## config.mk

```make
export PLATFORM = sky130hd
export DESIGN_NAME = mts_ctrl_flat
export DESIGN_NICKNAME = d
export VERILOG_FILES = /design/src/design/mts_pkg.sv /design/src/design/mts_if.sv /design/src/design/mts_ctrl.sv /design/src/flat_wrapper.sv
export SDC_FILE = /design/constraint.sdc
export NUM_CORES = 1
export LEC_CHECK = 0
export BUFFER_PORTS_ARGS = -buffer_cell sky130_fd_sc_hd__buf_2
export CAP_MARGIN = 20
export CELL_PAD_IN_SITES_DETAIL_PLACEMENT = 0
export CELL_PAD_IN_SITES_GLOBAL_PLACEMENT = 1
export CORE_MARGIN = 10
export CORE_UTILIZATION = 30
export CTS_CLUSTER_SIZE = 25
export DETAILED_ROUTE_END_ITERATION = 12
export PLACE_DENSITY = 0.59
export SYNTH_ARGS = -nofsm -noshare
export SYNTH_HDL_FRONTEND = slang
export SYNTH_SLANG_ARGS = --single-unit
```

## constraint.sdc

```tcl
create_clock -name clk_i -period 4.2 [get_ports clk_i]
set_input_delay 0.21 -clock clk_i [delete_from_list [all_inputs] [get_ports clk_i]]
set_output_delay 0.21 -clock clk_i [all_outputs]
set_load 0.01 [all_outputs]
```

## src/design/mts_pkg.sv

```systemverilog
// mts_pkg: shared constants for the minimum-tracking stack.
// Command and status codes, default sizes. No dependencies.
`timescale 1ns / 1ps

package mts_pkg;

  localparam int DEPTH_DEF     = 256;
  localparam int WORD_BITS_DEF = 32;

  localparam logic [1:0] CMD_PUSH = 2'd0;
  localparam logic [1:0] CMD_POP  = 2'd1;
  localparam logic [1:0] CMD_PEEK = 2'd2;

  localparam logic [1:0] ST_OK    = 2'd0;
  localparam logic [1:0] ST_FULL  = 2'd1;
  localparam logic [1:0] ST_EMPTY = 2'd2;

endpackage

```

## src/design/mts_if.sv

```systemverilog
// mts_if: valid/ready channel interfaces for commands and results.
// Depends on mts_pkg for default widths.
`timescale 1ns / 1ps

interface mts_cmd_if
  import mts_pkg::*;
#(
  parameter int WORD_BITS = WORD_BITS_DEF
);
  logic                 valid;
  logic                 ready;
  logic [1:0]           command;
  logic [WORD_BITS-1:0] data;

  modport source (output valid, output command, output data, input ready);
  modport sink   (input valid, input command, input data, output ready);
endinterface

interface mts_res_if
  import mts_pkg::*;
#(
  parameter int WORD_BITS  = WORD_BITS_DEF,
  parameter int COUNT_BITS = $clog2(DEPTH_DEF + 1)
);
  logic                  valid;
  logic                  ready;
  logic [WORD_BITS-1:0]  top_value;
  logic [WORD_BITS-1:0]  min_value;
  logic [COUNT_BITS-1:0] count;
  logic                  is_empty;
  logic [1:0]            status;

  modport source (output valid, output top_value, output min_value, output count,
                  output is_empty, output status, input ready);
  modport sink   (input valid, input top_value, input min_value, input count,
                  input is_empty, input status, output ready);
endinterface

```

## src/design/mts_ctrl.sv

```systemverilog
// mts_ctrl: command sequencer for the minimum-tracking stack.
// Holds counts, cached top and minimum, the result register; drives both RAMs.
// Depends on mts_pkg and mts_if.
`timescale 1ns / 1ps

module mts_ctrl
  import mts_pkg::*;
#(
  parameter int  DEPTH     = DEPTH_DEF,
  parameter int  WORD_BITS = WORD_BITS_DEF,
  localparam int AW        = $clog2(DEPTH),
  localparam int CW        = $clog2(DEPTH + 1)
) (
  input  logic                 clk_i,
  input  logic                 rst_ni,
  mts_cmd_if.sink              cmd_i,
  mts_res_if.source            res_o,
  output logic                 val_we_o,
  output logic [AW-1:0]        val_waddr_o,
  output logic                 val_re_o,
  output logic [AW-1:0]        val_raddr_o,
  input  logic [WORD_BITS-1:0] val_rdata_i,
  output logic                 min_we_o,
  output logic [AW-1:0]        min_waddr_o,
  output logic                 min_re_o,
  output logic [AW-1:0]        min_raddr_o,
  input  logic [WORD_BITS-1:0] min_rdata_i
);

  localparam logic S_IDLE  = 1'b0;
  localparam logic S_FETCH = 1'b1;

  logic                 state_q, state_d;
  logic [CW-1:0]        count_q, count_d;
  logic [CW-1:0]        mcount_q, mcount_d;
  logic [WORD_BITS-1:0] top_q, top_d;
  logic [WORD_BITS-1:0] min_q, min_d;

  logic                 res_valid_q, res_valid_d;
  logic [WORD_BITS-1:0] res_top_q, res_top_d;
  logic [WORD_BITS-1:0] res_min_q, res_min_d;
  logic [CW-1:0]        res_count_q, res_count_d;
  logic [1:0]           res_status_q, res_status_d;

  logic                 accept;
  logic                 load;
  logic [1:0]           status;
  logic [CW-1:0]        count_m2;
  logic [CW-1:0]        mcount_m1;
  logic [CW-1:0]        mcount_m2;

  assign cmd_i.ready = (state_q == S_IDLE) && (!res_valid_q || res_o.ready);
  assign accept      = cmd_i.valid && cmd_i.ready;
  assign count_m2    = count_q - CW'(2);
  assign mcount_m1   = mcount_q - CW'(1);
  assign mcount_m2   = mcount_q - CW'(2);

  always_comb begin
    state_d     = state_q;
    count_d     = count_q;
    mcount_d    = mcount_q;
    top_d       = top_q;
    min_d       = min_q;
    load        = 1'b0;
    status      = ST_OK;
    val_we_o    = 1'b0;
    val_waddr_o = count_q[AW-1:0];
    val_re_o    = 1'b0;
    val_raddr_o = count_m2[AW-1:0];
    min_we_o    = 1'b0;
    min_waddr_o = mcount_q[AW-1:0];
    min_re_o    = 1'b0;
    min_raddr_o = mcount_m1[AW-1:0];

    unique case (state_q)
      S_IDLE: begin
        if (accept) begin
          unique case (cmd_i.command)
            CMD_PUSH: begin
              load = 1'b1;
              if (count_q == CW'(DEPTH)) begin
                status = ST_FULL;
              end else begin
                val_we_o = 1'b1;
                count_d  = count_q + CW'(1);
                top_d    = cmd_i.data;
                if (mcount_q == '0 || $signed(cmd_i.data) <= $signed(min_q)) begin
                  min_we_o = 1'b1;
                  mcount_d = mcount_q + CW'(1);
                  min_d    = cmd_i.data;
                end
              end
            end
            CMD_POP: begin
              if (count_q == '0) begin
                load   = 1'b1;
                status = ST_EMPTY;
              end else begin
                count_d = count_q - CW'(1);
                if (mcount_q != '0 && min_q == top_q) begin
                  mcount_d    = mcount_q - CW'(1);
                  min_raddr_o = mcount_m2[AW-1:0];
                end
                val_re_o = 1'b1;
                min_re_o = 1'b1;
                state_d  = S_FETCH;
              end
            end
            default: begin
              load = 1'b1;
            end
          endcase
        end
      end
      S_FETCH: begin
        top_d   = val_rdata_i;
        min_d   = min_rdata_i;
        load    = 1'b1;
        state_d = S_IDLE;
      end
      default: begin
        state_d = S_IDLE;
      end
    endcase
  end

  always_comb begin
    res_valid_d  = res_valid_q && !res_o.ready;
    res_top_d    = res_top_q;
    res_min_d    = res_min_q;
    res_count_d  = res_count_q;
    res_status_d = res_status_q;
    if (load) begin
      res_valid_d  = 1'b1;
      res_count_d  = count_d;
      res_status_d = status;
      res_top_d    = (count_d != '0) ? top_d : '0;
      res_min_d    = (count_d != '0 && mcount_d != '0) ? min_d : '0;
    end
  end

  always_ff @(posedge clk_i or negedge rst_ni) begin
    if (!rst_ni) begin
      state_q     <= S_IDLE;
      count_q     <= '0;
      mcount_q    <= '0;
      res_valid_q <= 1'b0;
    end else begin
      state_q     <= state_d;
      count_q     <= count_d;
      mcount_q    <= mcount_d;
      res_valid_q <= res_valid_d;
    end
  end

  always_ff @(posedge clk_i) begin
    top_q        <= top_d;
    min_q        <= min_d;
    res_top_q    <= res_top_d;
    res_min_q    <= res_min_d;
    res_count_q  <= res_count_d;
    res_status_q <= res_status_d;
  end

  assign res_o.valid     = res_valid_q;
  assign res_o.top_value = res_top_q;
  assign res_o.min_value = res_min_q;
  assign res_o.count     = res_count_q;
  assign res_o.is_empty  = (res_count_q == '0);
  assign res_o.status    = res_status_q;

endmodule

```

## src/flat_wrapper.sv

```systemverilog
// flat-port wrapper written by rule: the top's interface ports become plain ports
module mts_ctrl_flat import mts_pkg::*;
#(
  parameter int  DEPTH     = DEPTH_DEF,
  parameter int  WORD_BITS = WORD_BITS_DEF,
  localparam int AW        = $clog2(DEPTH),
  localparam int CW        = $clog2(DEPTH + 1)
)
  (clk_i, rst_ni, val_we_o, val_waddr_o, val_re_o, val_raddr_o, val_rdata_i, min_we_o, min_waddr_o, min_re_o, min_raddr_o, min_rdata_i, cmd_i_valid, cmd_i_command, cmd_i_data, cmd_i_ready, res_o_valid, res_o_top_value, res_o_min_value, res_o_count, res_o_is_empty, res_o_status, res_o_ready);
  mts_cmd_if #(.WORD_BITS(WORD_BITS)) cmd_i_i ();
  mts_res_if #(.WORD_BITS(WORD_BITS)) res_o_i ();
  input  logic clk_i;
  input  logic rst_ni;
  output logic val_we_o;
  output logic [AW-1:0] val_waddr_o;
  output logic val_re_o;
  output logic [AW-1:0] val_raddr_o;
  input  logic [WORD_BITS-1:0] val_rdata_i;
  output logic min_we_o;
  output logic [AW-1:0] min_waddr_o;
  output logic min_re_o;
  output logic [AW-1:0] min_raddr_o;
  input  logic [WORD_BITS-1:0] min_rdata_i;
  input wire logic [$bits(cmd_i_i.valid)-1:0] cmd_i_valid;
  input wire logic [$bits(cmd_i_i.command)-1:0] cmd_i_command;
  input wire logic [$bits(cmd_i_i.data)-1:0] cmd_i_data;
  output wire logic [$bits(cmd_i_i.ready)-1:0] cmd_i_ready;
  output wire logic [$bits(res_o_i.valid)-1:0] res_o_valid;
  output wire logic [$bits(res_o_i.top_value)-1:0] res_o_top_value;
  output wire logic [$bits(res_o_i.min_value)-1:0] res_o_min_value;
  output wire logic [$bits(res_o_i.count)-1:0] res_o_count;
  output wire logic [$bits(res_o_i.is_empty)-1:0] res_o_is_empty;
  output wire logic [$bits(res_o_i.status)-1:0] res_o_status;
  input wire logic [$bits(res_o_i.ready)-1:0] res_o_ready;
  assign cmd_i_i.valid = cmd_i_valid;
  assign cmd_i_i.command = cmd_i_command;
  assign cmd_i_i.data = cmd_i_data;
  assign cmd_i_ready = cmd_i_i.ready;
  assign res_o_valid = res_o_i.valid;
  assign res_o_top_value = res_o_i.top_value;
  assign res_o_min_value = res_o_i.min_value;
  assign res_o_count = res_o_i.count;
  assign res_o_is_empty = res_o_i.is_empty;
  assign res_o_status = res_o_i.status;
  assign res_o_i.ready = res_o_ready;
  mts_ctrl #(.DEPTH(DEPTH), .WORD_BITS(WORD_BITS)) u_core (.clk_i(clk_i), .rst_ni(rst_ni), .cmd_i(cmd_i_i), .res_o(res_o_i), .val_we_o(val_we_o), .val_waddr_o(val_waddr_o), .val_re_o(val_re_o), .val_raddr_o(val_raddr_o), .val_rdata_i(val_rdata_i), .min_we_o(min_we_o), .min_waddr_o(min_waddr_o), .min_re_o(min_re_o), .min_raddr_o(min_raddr_o), .min_rdata_i(min_rdata_i));
endmodule
```

; ---- Word-level counts from Yosys, hierarchy flattened
; Index checks and enable logic that the tools add are counted.
[word_totals]
ff_bits = 159
output_inout_bits = 114
inputBits = 102
wordCells = 87
[op_classes]
add_sub_neg = 6
n_bitwise = 2
n_eq_ne = 3
n_reduce_logical = 17
n_mux = 48
n_lt_le_gt_ge = 1
[op_table]
columns = operator, count
row1 = $mux 32, 7
row2 = $pmux 32 s2, 2
row3 = $mux 9, 10
row4 = $mux 8, 5
row5 = $pmux 9 s2, 2
row6 = $eq 32x32->1, 1
row7 = $le 32x32->1, 1
row8 = $logic_not 9->1, 3
row9 = $reduce_bool 9->1, 3
row10 = $add 9x1->9 const B, 2
row11 = $mux 1, 18
row12 = $sub 9x1->9 const B, 2
row13 = $sub 8x2->8 const B, 2
row14 = $eq 9x9->1 const B, 1
row15 = $logic_and 1x1->1, 5
row16 = $pmux 1 s2, 2
row17 = $pmux 2 s2, 1
row18 = $eq 2x1->1 const B, 1
row19 = $logic_not 1->1, 2
row20 = $logic_not 2->1, 1
row21 = $logic_or 1x1->1, 2
row22 = $mux 2, 1
row23 = $not 1->1, 2
row24 = $reduce_or 2->1, 1

; ---- Depth between registers and ports, before layout
; Gate-level depths: netlist of the first run.
[logic_depth]
word_depth = 9
mapped_depth = 15
mapped_depth_nobuf = 13

; ---- Least setup slack after synthesis of the first run
; OpenSTA, ideal clock, no wires.
[synth_timing]
path_kind = reg2reg
startpoint = register u_core.count_q[1]
endpoint = register u_core.res_count_q[0] (netlist: u_core.res_o.count[0]), enable pin
setup_slack_ns = 0.581
stages_incl_launch_ff = 8
required_time_ns = 3.764
synth_period_minus_slack_ns = 3.619
n_path_buf = 0
setup_ns = 0.436
t_arrival_ns = 3.184
path_cell_list = dfrtp_1 > inv_1 > ha_1 > nor3b_1 > nand3b_1 > nand2_1 > nand3_1 > nand2_1
[synth_via]
elab_chain_len = 5
[synth_rtl]
columns = item, line_no
row1 = start: declaration, mts_ctrl.sv:34  ; logic [CW-1:0] count_q, count_d;
row2 = start signal: assignment, mts_ctrl.sv:150  ; count_q <= count_d;
row3 = $logic_not 9->1, mts_ctrl.sv:95  ; if (count_q == '0) begin
row4 = $mux 1, mts_ctrl.sv:95
row5 = $mux 1, mts_ctrl.sv:78  ; unique case (cmd_i.command)
row6 = $mux 1, mts_ctrl.sv:77  ; if (accept) begin
row7 = $pmux 1 s2, mts_ctrl.sv:75  ; unique case (state_q)
row8 = named net u_core.load, mts_ctrl.sv:46  ; logic load;
row9 = end signal: assignment, mts_ctrl.sv:161  ; res_count_q <= res_count_d;
row10 = end: declaration, mts_ctrl.sv:42  ; logic [CW-1:0] res_count_q, res_count_d;
; The timed path passes the listed nets, and every way through them passes these cells.
; A chain may end at the register's enable or synchronous reset.

; ---- Worst setup path in the final report of the first run
[layout_timing]
startpoint = register u_core.min_q[31]
endpoint = register u_core.res_min_q[24] (netlist: u_core.res_o.min_value[24]) (data pin)
[layout_via]
elab_chain_len = 9
word_cells_on_any_way = 18
cone_classes = order compare: 1 / eq/ne: 1 / mux: 12 / reduce/logical: 4
[layout_rtl]
columns = item, line_no
row1 = start: declaration, mts_ctrl.sv:37  ; logic [WORD_BITS-1:0] min_q, min_d;
row2 = start signal: assignment, mts_ctrl.sv:158  ; min_q <= min_d;
row3 = $le 32x32->1 or $eq 32x32->1 (tied branches), "mts_ctrl.sv:87, mts_ctrl.sv:100"
row4 = $logic_or 1x1->1 or $logic_and 1x1->1 (tied branches), "mts_ctrl.sv:87, mts_ctrl.sv:100"
row5 = $mux 9 (on tied branches), "mts_ctrl.sv:87, mts_ctrl.sv:100"
row6 = $mux 9 (on tied branches), "mts_ctrl.sv:81, mts_ctrl.sv:95"
row7 = $pmux 9 s2, mts_ctrl.sv:78
row8 = $mux 9, mts_ctrl.sv:77
row9 = $mux 9, mts_ctrl.sv:75
row10 = $reduce_bool 9->1, mts_ctrl.sv:138  ; res_min_d = (count_d != '0 && mcount_d != '0) ? min_d : '0;
row11 = $logic_and 1x1->1, mts_ctrl.sv:138
row12 = end signal: assignment, mts_ctrl.sv:160  ; res_min_q <= res_min_d;
row13 = end: declaration, mts_ctrl.sv:41  ; logic [WORD_BITS-1:0] res_min_q, res_min_d;
; Parallel ways exist; a longest one is shown, timed or not.

==> impl_metrics.sql, run 1 <==
INSERT INTO impl_metrics (metric_group, metric, value, unit) VALUES
('timing', 'fin_clk_skew', '0.0141', 'ns'),
('yosys', 'leading_cell_type_by_number_of_instances_after_synthesis', 'sky130_fd_sc_hd__nand2_1', ''),
('cells_and_area', 'final_nets', '1241', ''),
('timing', 'finalHoldWorstSlack', '0.0162', 'ns'),
('yosys', 'synth_compound_gate_area_share', '12.6', '%'),
('worst_setup_path', 'start_kind', 'register', ''),
('yosys', 'yosys.area.top_type_share', '26.0', '%'),
('timing', 'timing_worst_slew_pin_value', '0.934', 'ns'),
('worst_setup_path', 'cpPeakStageDelay', '0.60', 'ns'),
('global_route', 'global_routing_met2_resource_utilization', '25.8', '%'),
('global_route', 'grt_util_met1', '20.3', '%'),
('yosys', 'dominantRegCellSynth', 'sky130_fd_sc_hd__edfxtp_1', ''),
('die', 'design.portCount', '216', ''),
('global_route', 'grt_max_degree', '101', ''),
('yosys', 'synth_xor_area_share', '5.56', '%'),
('pwr', 'leakage', '4.84', 'nW'),
('yosys', 'ys_top_cells_by_area', 'sky130_fd_sc_hd__edfxtp_1 (26%), sky130_fd_sc_hd__dfxtp_1 (15%), sky130_fd_sc_hd__mux2i_1 (6.8%)', ''),
('hold_path', 'min_delay_path_depth', '3', ''),
('hold_path', 'min-delay-path-class', 'input pin to register', ''),
('yosys', 'synth_top_family_by_area', 'simple AND/OR/NAND/NOR gates', ''),
('cells_and_area', 'final-seq-area', '4040', 'um2'),
('placement', 'place_ws', '0.293', 'ns'),
('worst_setup_path', 'regToRegEndpoint', 'u_core.res_o.min_value[24]', ''),
('hold_path', 'timing.hold.worst_endpoint', 'u_core.top_q[26]', ''),
('drt', 'drt-wirelength-per-cell', '19.3', 'um'),
('cells_and_area', 'multi_input_gate_area', '4120', 'um2'),
('yosys', 'postSynthCellCount', '890', ''),
('timing', 'finalSetupTns', '0', 'ns'),
('clock_tree', 'clockBufferDepth', '2', ''),
('worst_setup_path', 'crit_chain', 'inv_1 > ha_1 > nand4_2 > or4_1 > nand2b_4 > and3_4 > a21oi_2 > nand2_2 > o31ai_1 > nand3b_1 > nor4bb_4 > buf_4 > a21oi_1', ''),
('pwr', 'power_per_cell_area', '655', 'nW/um2'),
('timing', 'slew_headroom', '37.7', '%'),
('drt', 'vias_per_cell', '4.79', ''),
('worst_setup_path', 'regToRegStartpoint', 'u_core.min_q[31]', ''),
('timing', 'post-route-period-util', '92.1', '%'),
('global_route', 'most_congested_layer_reported_by_global_routing', 'met2', ''),
('timing', 'setup_repair_after_global_routing_missed_its_margin', 'no', ''),
('die', 'floorplan.core_area', '28600', 'um2'),
('die', 'initial_core_utilization', '30.3', '%'),
('cells_and_area', 'layout-drive-gt1-share', '27.4', '%'),
('yosys', 'synthMuxAreaShare', '6.82', '%'),
('yosys', 'number_of_enable_flip_flop_cells_after_synthesis', '75', ''),
('clock_tree', 'cts_post_setup_buffers_inserted', '0', ''),
('drt', 'route.final.wire_length', '28900', 'um'),
('global_route', 'grt_use_met3', '4.52', '%'),
('placement', 'io_buffers', '215', ''),
('cells_and_area', 'final-instance-count-excl-fill', '1498', ''),
('clock_tree', 'clock_insertion_delay_worst_skew', '0.43', 'ns'),
('hold_path', 'hold_path.startpoint', 'val_rdata_i[26]', ''),
('status', 'outcome', 'finished, final reports clean', ''),
('pwr', 'ir_worst_vdd', '219', 'uV'),
('placement', 'placed_cells', '1450', ''),
('die', 'die-width', '190', 'um'),
('yosys', 'ys_warn_count', '0', ''),
('worst_setup_path', 'crit_path_end_kind', 'register', ''),
('cells_and_area', 'fillCellCount', '2980', ''),
('clock_tree', 'htree_levels', '4', ''),
('yosys', 'post_synth.cell_area_avg', '9.73', 'um2'),
('global_route', 'grt_pass1_vias', '7679', ''),
('yosys', 'mappedNetlistArea', '8660', 'um2'),
('placement', 'gp_routability_congestion', '0.857', ''),
('drt', 'drtPass1Iterations', '5', ''),
('flow_run', 'cap_violations', '0', ''),
('drt', 'drt.antenna.violating_nets', '0', ''),
('worst_setup_path', 'critPathKind', 'register to register', ''),
('timing', 'timing.final.setup_violations', '0', ''),
('drt', 'drc_errors', '0', ''),
('global_route', 'grt_overflow_total', '0', ''),
('worst_setup_path', 'critPathMaxFanout', '12', ''),
('die', 'row_count', '62', ''),
('clock_tree', 'clk_pin_slew', '0.07', 'ns');
## cells by family (layout without fill, tap and decap cells)
logic type,Yosys count,after routing
and+or+nand+nor,284,284
DFF,159,159
muxes,59,59
xor gates and xnor gates,55,55
adders and majority gates,42,42
buffers and inverters,116,336
other,0,4
AOI/OAI and AO/OA,175,175
## registers in the layout (all words and copies together) (netlist names)
| signal | cells |
|---|---|
| u_core.mcount_q | 9 |
| u_core.top_q | 32 |
| u_core.res_o.count | 9 |
| u_core.res_o.status | 2 |
| u_core.res_o.top_value | 32 |
| u_core.state_q | 1 |
| u_core.min_q | 32 |
| u_core.count_q | 9 |
| u_core.res_o.valid | 1 |
| u_core.res_o.min_value | 32 |
## critical path: cells and delay by family, from the launching register on
family	cells	cell delay (ns)
fa+ha+maj	1	0.40
simple gates	7	1.91
flops	1	0.36
compound gates	3	0.65
buf+inv	2	0.31
## worst max path at each step
stage | endpoint | start | slack (ns)
final | u_core.res_o.min_value[24] | u_core.min_q[31] | 0.33
after global routing | u_core.res_o.min_value[1] | u_core.min_q[31] | 0.01
after CTS | u_core.res_o.min_value[24] | u_core.min_q[31] | 0.25
after detailed placement | u_core.res_o.min_value[30] | u_core.min_q[31] | 0.29
after global placement | u_core.res_o.min_value[27] | u_core.min_q[31] | 0.34
after floorplan | u_core.res_o.count[0] | u_core.count_q[1] | 0.58
## cell type report
| cell class | instances | area share [%] |
|---|---|---|
| diodes | 4 | 0.0919 |
| clock buffers | 18 | 3.94 |
| clock inverters | 14 | 1.61 |
| inverters | 47 | 1.62 |
| multi-input cells | 615 | 37.8 |
| flip-flops and latches | 159 | 37.1 |
| well taps | 384 | 4.41 |
| repair buffers | 257 | 13.5 |
## where the power goes
part | leakage [nW] | total, mW | internal (mW) | switching, mW
clock network | 0.294 | 1.63 | 0.903 | 0.728
logic | 3.04 | 2.92 | 1.20 | 1.72
registers | 1.51 | 2.59 | 2.23 | 0.366
## per-layer routing
| layer | vias up | wire length, um |
|---|---|---|
| li1 | 3545 | - |
| met1 | 3377 | 13000 |
| met2 | 207 | 13500 |
| met3 | 30 | 1960 |
| met4 | 10 | 345 |
| met5 | - | 60 |
## stage by stage
stage	utilization, %	cell area [um2]	power (mW)
finish	38.1	10900	7.14
global route	38.0	10900	7.70
CTS	38.0	10900	7.27
detailed placement	35.5	10200	5.60
global placement	35.5	10200	5.60
floorplan	-	8660	4.50
## timing repair
item                                   in CTS  in global routing
hold buffers                               12                  0
setup endpoints to repair                   0                  2
gates resized for setup                     0                  1
endpoints found under the hold margin      31                  0
## cells in the final DEF, fill, tap and decap left out, types with 7 or more instances in the layout
cell type,netlist,layout
sky130_fd_sc_hd__buf_4,19,26
sky130_fd_sc_hd__nand3_1,14,14
sky130_fd_sc_hd__buf_2,8,215
sky130_fd_sc_hd__nor4_1,11,11
sky130_fd_sc_hd__and3_1,7,7
sky130_fd_sc_hd__xor2_1,41,41
sky130_fd_sc_hd__nor2_1,27,27
sky130_fd_sc_hd__dfxtp_1,64,64
sky130_fd_sc_hd__o21ai_0,72,71
sky130_fd_sc_hd__clkbuf_16,0,17
sky130_fd_sc_hd__edfxtp_1,75,75
sky130_fd_sc_hd__a21oi_1,44,44
sky130_fd_sc_hd__nand2_1,141,139
sky130_fd_sc_hd__a21oi_2,11,11
sky130_fd_sc_hd__ha_1,42,42
sky130_fd_sc_hd__mux2i_1,59,59
sky130_fd_sc_hd__o311ai_0,7,7
sky130_fd_sc_hd__dfrtp_1,20,19
sky130_fd_sc_hd__and2_1,33,33
sky130_fd_sc_hd__xnor2_1,14,14
sky130_fd_sc_hd__dlygate4sd3_1,0,12
sky130_fd_sc_hd__nand4_1,14,14
sky130_fd_sc_hd__inv_1,45,45
sky130_fd_sc_hd__nor3_1,7,7
(Power assumes the default switching activity.)
==> run 2: changes to the inputs <==
ABC_AREA = 1   (was default)
PLACE_DENSITY = 0.61   (was 0.59)
==> run 2 against run 1 <==
Compared with the run above: worst setup slack better by 0.15 ns; area after synthesis increased by 5.8%; die area increased by 5.2%; core utilization decreased by 0.76 points; via count is 10% higher; register-to-register slack gained 0.15 ns; cell count is 16% higher; sequential power is 5% higher; clock-buffer cell count up 2; global-route usage grew 0.38 points.
==> impl_metrics.sql, run 2 <==
INSERT INTO impl_metrics (metric_group, metric, value, unit) VALUES
('status', 'outcome', 'finished, final reports clean', ''),
('worst_setup_path', 'critical-path-top-delay-family', 'simple AND/OR/NAND/NOR gates', ''),
('die', 'initial_core_utilization', '30.7', '%'),
('yosys', 'ys_warn_count', '0', ''),
('timing', 'timing.final.setup_violations', '0', ''),
('clock_tree', 'cts_hold_buf', '1', ''),
('drt', 'drt-initial-drc-count', '564', ''),
('worst_setup_path', 'critPathKind', 'register to register', ''),
('global_route', 'grt_overflow_total', '0', ''),
('yosys', 'ys_top_cells_by_area', 'sky130_fd_sc_hd__edfxtp_1 (25%), sky130_fd_sc_hd__dfxtp_1 (14%), sky130_fd_sc_hd__nand2_1 (9.1%)', ''),
('pwr', 'power_switching_share', '42.2', '%'),
('pwr', 'intPower', '4.44', 'mW'),
('drt', 'drt-wirelength-per-cell', '18.1', 'um'),
('yosys', 'yosys.area.top_type_share', '24.6', '%'),
('clock_tree', 'cts.sinks', '159', ''),
('cells_and_area', 'layout-area-overhead-vs-synth', '21.7', '%'),
('yosys', 'synth.ff_latch_count', '159', ''),
('yosys', 'dominantRegCellSynth', 'sky130_fd_sc_hd__edfxtp_1', ''),
('timing', 'maxClockFrequency', '269', 'MHz'),
('timing', 'fin_clk_skew', '0.0152', 'ns'),
('worst_setup_path', 'slowest_stage', 'sky130_fd_sc_hd__nor2_1', ''),
('global_route', 'grt_max_degree', '46', ''),
('timing', 'finalSetupTns', '0', 'ns'),
('drt', 'route.final.wire_length', '31500', 'um'),
('cells_and_area', 'fillCellCount', '3163', ''),
('cells_and_area', 'finalInstanceArea', '11100', 'um2'),
('global_route', 'antenna_found_initial', '2', ''),
('worst_setup_path', 'critPathMaxFanout', '15', ''),
('timing', 'finalHoldWorstSlack', '0.0336', 'ns'),
('timing', 'slew_headroom', '53.2', '%'),
('worst_setup_path', 'cpPeakStageDelay', '0.39', 'ns'),
('cells_and_area', 'multi_input_gate_area', '3970', 'um2'),
('global_route', 'grt_first_pass_wirelength', '48500', 'um'),
('worst_setup_path', 'crit_path_end_kind', 'register', ''),
('yosys', 'postSynthCellCount', '1144', ''),
('worst_setup_path', 'start_kind', 'register', ''),
('yosys', 'seq_area_frac_synth', '44.0', '%'),
('yosys', 'mappedNetlistArea', '9160', 'um2'),
('cells_and_area', 'layout_commonest_cell', 'sky130_fd_sc_hd__nand2_1', ''),
('pwr', 'clock_power_share', '21.0', '%'),
('cells_and_area', 'final-instance-count-excl-fill', '1740', ''),
('pwr', 'netSwitchingPower', '3.23', 'mW'),
('timing', 'post-route-min-period', '3.72', 'ns'),
('placement', 'dpl-instance-area', '10500', 'um2'),
('pwr', 'power_per_cell_area', '688', 'nW/um2'),
('clock_tree', 'clock_insertion_delay_worst_skew', '0.42', 'ns'),
('worst_setup_path', 'cpMostUsedCell', 'sky130_fd_sc_hd__nand3_1', ''),
('drt', 'drt.antenna.violating_nets', '0', ''),
('timing', 'timing_max_transition_violations_final', '0', ''),
('clock_tree', 'cts_post_setup_buffers_inserted', '0', ''),
('drt', 'vias_per_cell', '4.54', ''),
('worst_setup_path', 'worst_path_required', '4.36', 'ns'),
('clock_tree', 'cts-root-buf', 'sky130_fd_sc_hd__clkbuf_16', ''),
('yosys', 'syn-num-nets', '1288', ''),
('yosys', 'number_of_enable_flip_flop_cells_after_synthesis', '75', ''),
('cells_and_area', 'layout-drive-gt1-share', '24.2', '%'),
('yosys', 'leading_cell_type_by_number_of_instances_after_synthesis', 'sky130_fd_sc_hd__nand2_1', ''),
('die', 'die-width', '195', 'um'),
('yosys', 'yosys-top-cells-count', 'sky130_fd_sc_hd__nand2_1 (221), sky130_fd_sc_hd__inv_1 (211), sky130_fd_sc_hd__o21ai_0 (104)', ''),
('worst_setup_path', 'rr_worst_depth', '19', ''),
('cells_and_area', 'final_cell_mix', 'sky130_fd_sc_hd__nand2_1 (219), sky130_fd_sc_hd__buf_2 (215), sky130_fd_sc_hd__inv_1 (211), sky130_fd_sc_hd__o21ai_0 (104), sky130_fd_sc_hd__nor2_1 (76)', ''),
('timing', 'setup_repair_after_global_routing_missed_its_margin', 'no', ''),
('pwr', 'leakage', '5.48', 'nW'),
('yosys', 'post-synth-top-area-cell', 'sky130_fd_sc_hd__edfxtp_1', ''),
('worst_setup_path', 'critical_path_cell_count', '19', ''),
('placement', 'placed_cells', '1704', ''),
('pwr', 'comb_power_share', '43.5', '%'),
('clock_tree', 'ctsResizeCount', '0', ''),
('placement', 'place_hpwl', '24400', 'um'),
('die', 'die_y', '195', 'um'),
('worst_setup_path', 'crit_chain', 'xnor2_1 > nand3_1 > nor3_1 > nand3_1 > nor2_1 > nand3_2 > inv_1 > nand2_1 > nand3_1 > nand2_1 > inv_1 > nand2_1 > nand2_1 > nand3_1 > nor2_1 > nand3_1 > nand2_4 > buf_4 > nor2_2', ''),
('drt', 'drtPass1Iterations', '5', ''),
('hold_path', 'min-delay-path-class', 'input pin to register', ''),
('pwr', 'ir_worst_vdd', '293', 'uV'),
('die', 'floorplan.core_area', '29900', 'um2'),
('placement', 'io_buffers', '215', ''),
('clock_tree', 'cts_buffers', '17', ''),
('global_route', 'most_congested_layer_reported_by_global_routing', 'met2', ''),
('global_route', 'grt_pass1_vias', '8022', ''),
('timing', 'timing.final.hold_violations', '0', ''),
('timing', 'post-route-period-util', '88.6', '%'),
('drt', 'drc_errors', '0', ''),
('die', 'row_count', '63', ''),
('flow_run', 'cap_violations', '0', ''),
('global_route', 'grt_usage', '16.3', '%'),
('cells_and_area', 'final-seq-area', '4030', 'um2'),
('global_route', 'grt_util_met1', '22.6', '%'),
('die', 'fp.dieArea', '37900', 'um2'),
('hold_path', 'min_delay_path_depth', '3', ''),
('worst_setup_path', 'critPathArrivalTime', '3.88', 'ns'),
('timing', 'timing_worst_slew_pin_value', '0.702', 'ns'),
('yosys', 'yosys.cell_types.count', '49', ''),
('placement', 'gp_routability_congestion', '0.868', ''),
('worst_setup_path', 'critPathBufInv', '3', ''),
('global_route', 'grt_use_met3', '3.46', '%'),
('clock_tree', 'htree_levels', '4', ''),
('clock_tree', 'tritoncts', 'built', ''),
('cells_and_area', 'fraction_of_the_core_area_covered_by_cells_at_the_end_of_the_flow', '37.3', '%'),
('clock_tree', 'clockBufferDepth', '2', ''),
('yosys', 'ys_async_sr_fraction', '12.6', '%'),
('die', 'design.portCount', '216', ''),
('drt', 'num_vias', '7908', ''),
('clock_tree', 'clk_pin_slew', '0.07', 'ns'),
('cells_and_area', 'final_nets', '1478', ''),
('pwr', 'seq_power_share', '35.5', '%'),
('yosys', 'post_synth.cell_area_avg', '8.01', 'um2'),
('global_route', 'global_routing_met2_resource_utilization', '25.2', '%');
[run 2: cell types whose count changed in the layout (fill, tap and decap cells not counted), moves of 12 or more]
cell                       previous run  this run
sky130_fd_sc_hd__inv_1               45       211
sky130_fd_sc_hd__nand2_1            139       219
sky130_fd_sc_hd__mux2i_1             59         0
sky130_fd_sc_hd__nor2_1              27        76
sky130_fd_sc_hd__nor2_2               0        34
sky130_fd_sc_hd__and2_1              33         0
sky130_fd_sc_hd__o21ai_0             71       104
sky130_fd_sc_hd__o211ai_1             4        33
sky130_fd_sc_hd__nand3_1             14        34
sky130_fd_sc_hd__xor2_1              41        23
sky130_fd_sc_hd__a21oi_1             44        31
sky130_fd_sc_hd__a31oi_1              2        15
sky130_fd_sc_hd__buf_4               26        14
[run 2: power by group through the flow]
stage          Clock [mW]  Sequential, mW  Combinational (mW)
2_1_floorplan           0            2.69                2.29
3_3_place_gp            0            2.75                3.39
3_5_place_dp            0            2.75                3.37
4_1_cts              1.64            2.73                3.40
5_1_grt              1.71            2.79                3.83
6_report             1.61            2.72                3.34
[run 2: logic make-up (layout without fill, tap and decap cells)]
kind of cell               Yosys count  in the layout  share of synthesized area [%]
AOI/OAI and AO/OA                  209            209                           13.3
buffers and inverters              278            481                           12.7
xor gates and xnor gates            36             36                           3.44
adders and majority gates           42             42                           5.74
and+or+nand+nor                    420            420                           20.8
DFF                                159            159                           44.0
other                                0              3                              0
[run 2: worst paths after layout]
| path | startpoint | to | slack [ns] |
|---|---|---|---|
| min in group asynchronous | rst_ni | u_core.count_q[3] | 0.30 |
| setup reg to reg | u_core.min_q[28] | u_core.res_o.min_value[5] | 0.48 |
| max in group asynchronous | rst_ni | u_core.mcount_q[1] | 3.54 |
| setup / recovery | u_core.min_q[28] | u_core.res_o.min_value[5] | 0.48 |
| hold / removal | val_rdata_i[13] | u_core.top_q[13] | 0.03 |
| hold reg to reg | u_core.min_q[0] | u_core.min_q[0] | 0.55 |
[run 2: metal layers]
metal	vias to the layer above	wire (um)
met4	0	416
met2	201	13800
li1	4063	-
met5	-	0
met1	3622	15600
met3	22	1640
[run 2: layout make-up]
type	count	share of cell area, %
flip-flops and latches	159	36.2
multi-input cells	707	35.6
repair buffers	232	11.0
inverters	217	7.32
well taps	390	4.38
clock buffers	20	4.01
clock inverters	12	1.38
diodes	3	0.0674
[run 2: tightest hold or removal path: stages]
cell                      delay, ns
sky130_fd_sc_hd__buf_2         0.10
sky130_fd_sc_hd__inv_1         0.04
sky130_fd_sc_hd__o21ai_1       0.06
[run 2: metrics by stage]
stage               power [mW]  setup slack (ns)
floorplan                 4.98             0.686
detailed placement        6.13             0.465
global placement          6.15             0.530
CTS                       7.77             0.438
finish                    7.67             0.479
global route              8.32             0.129
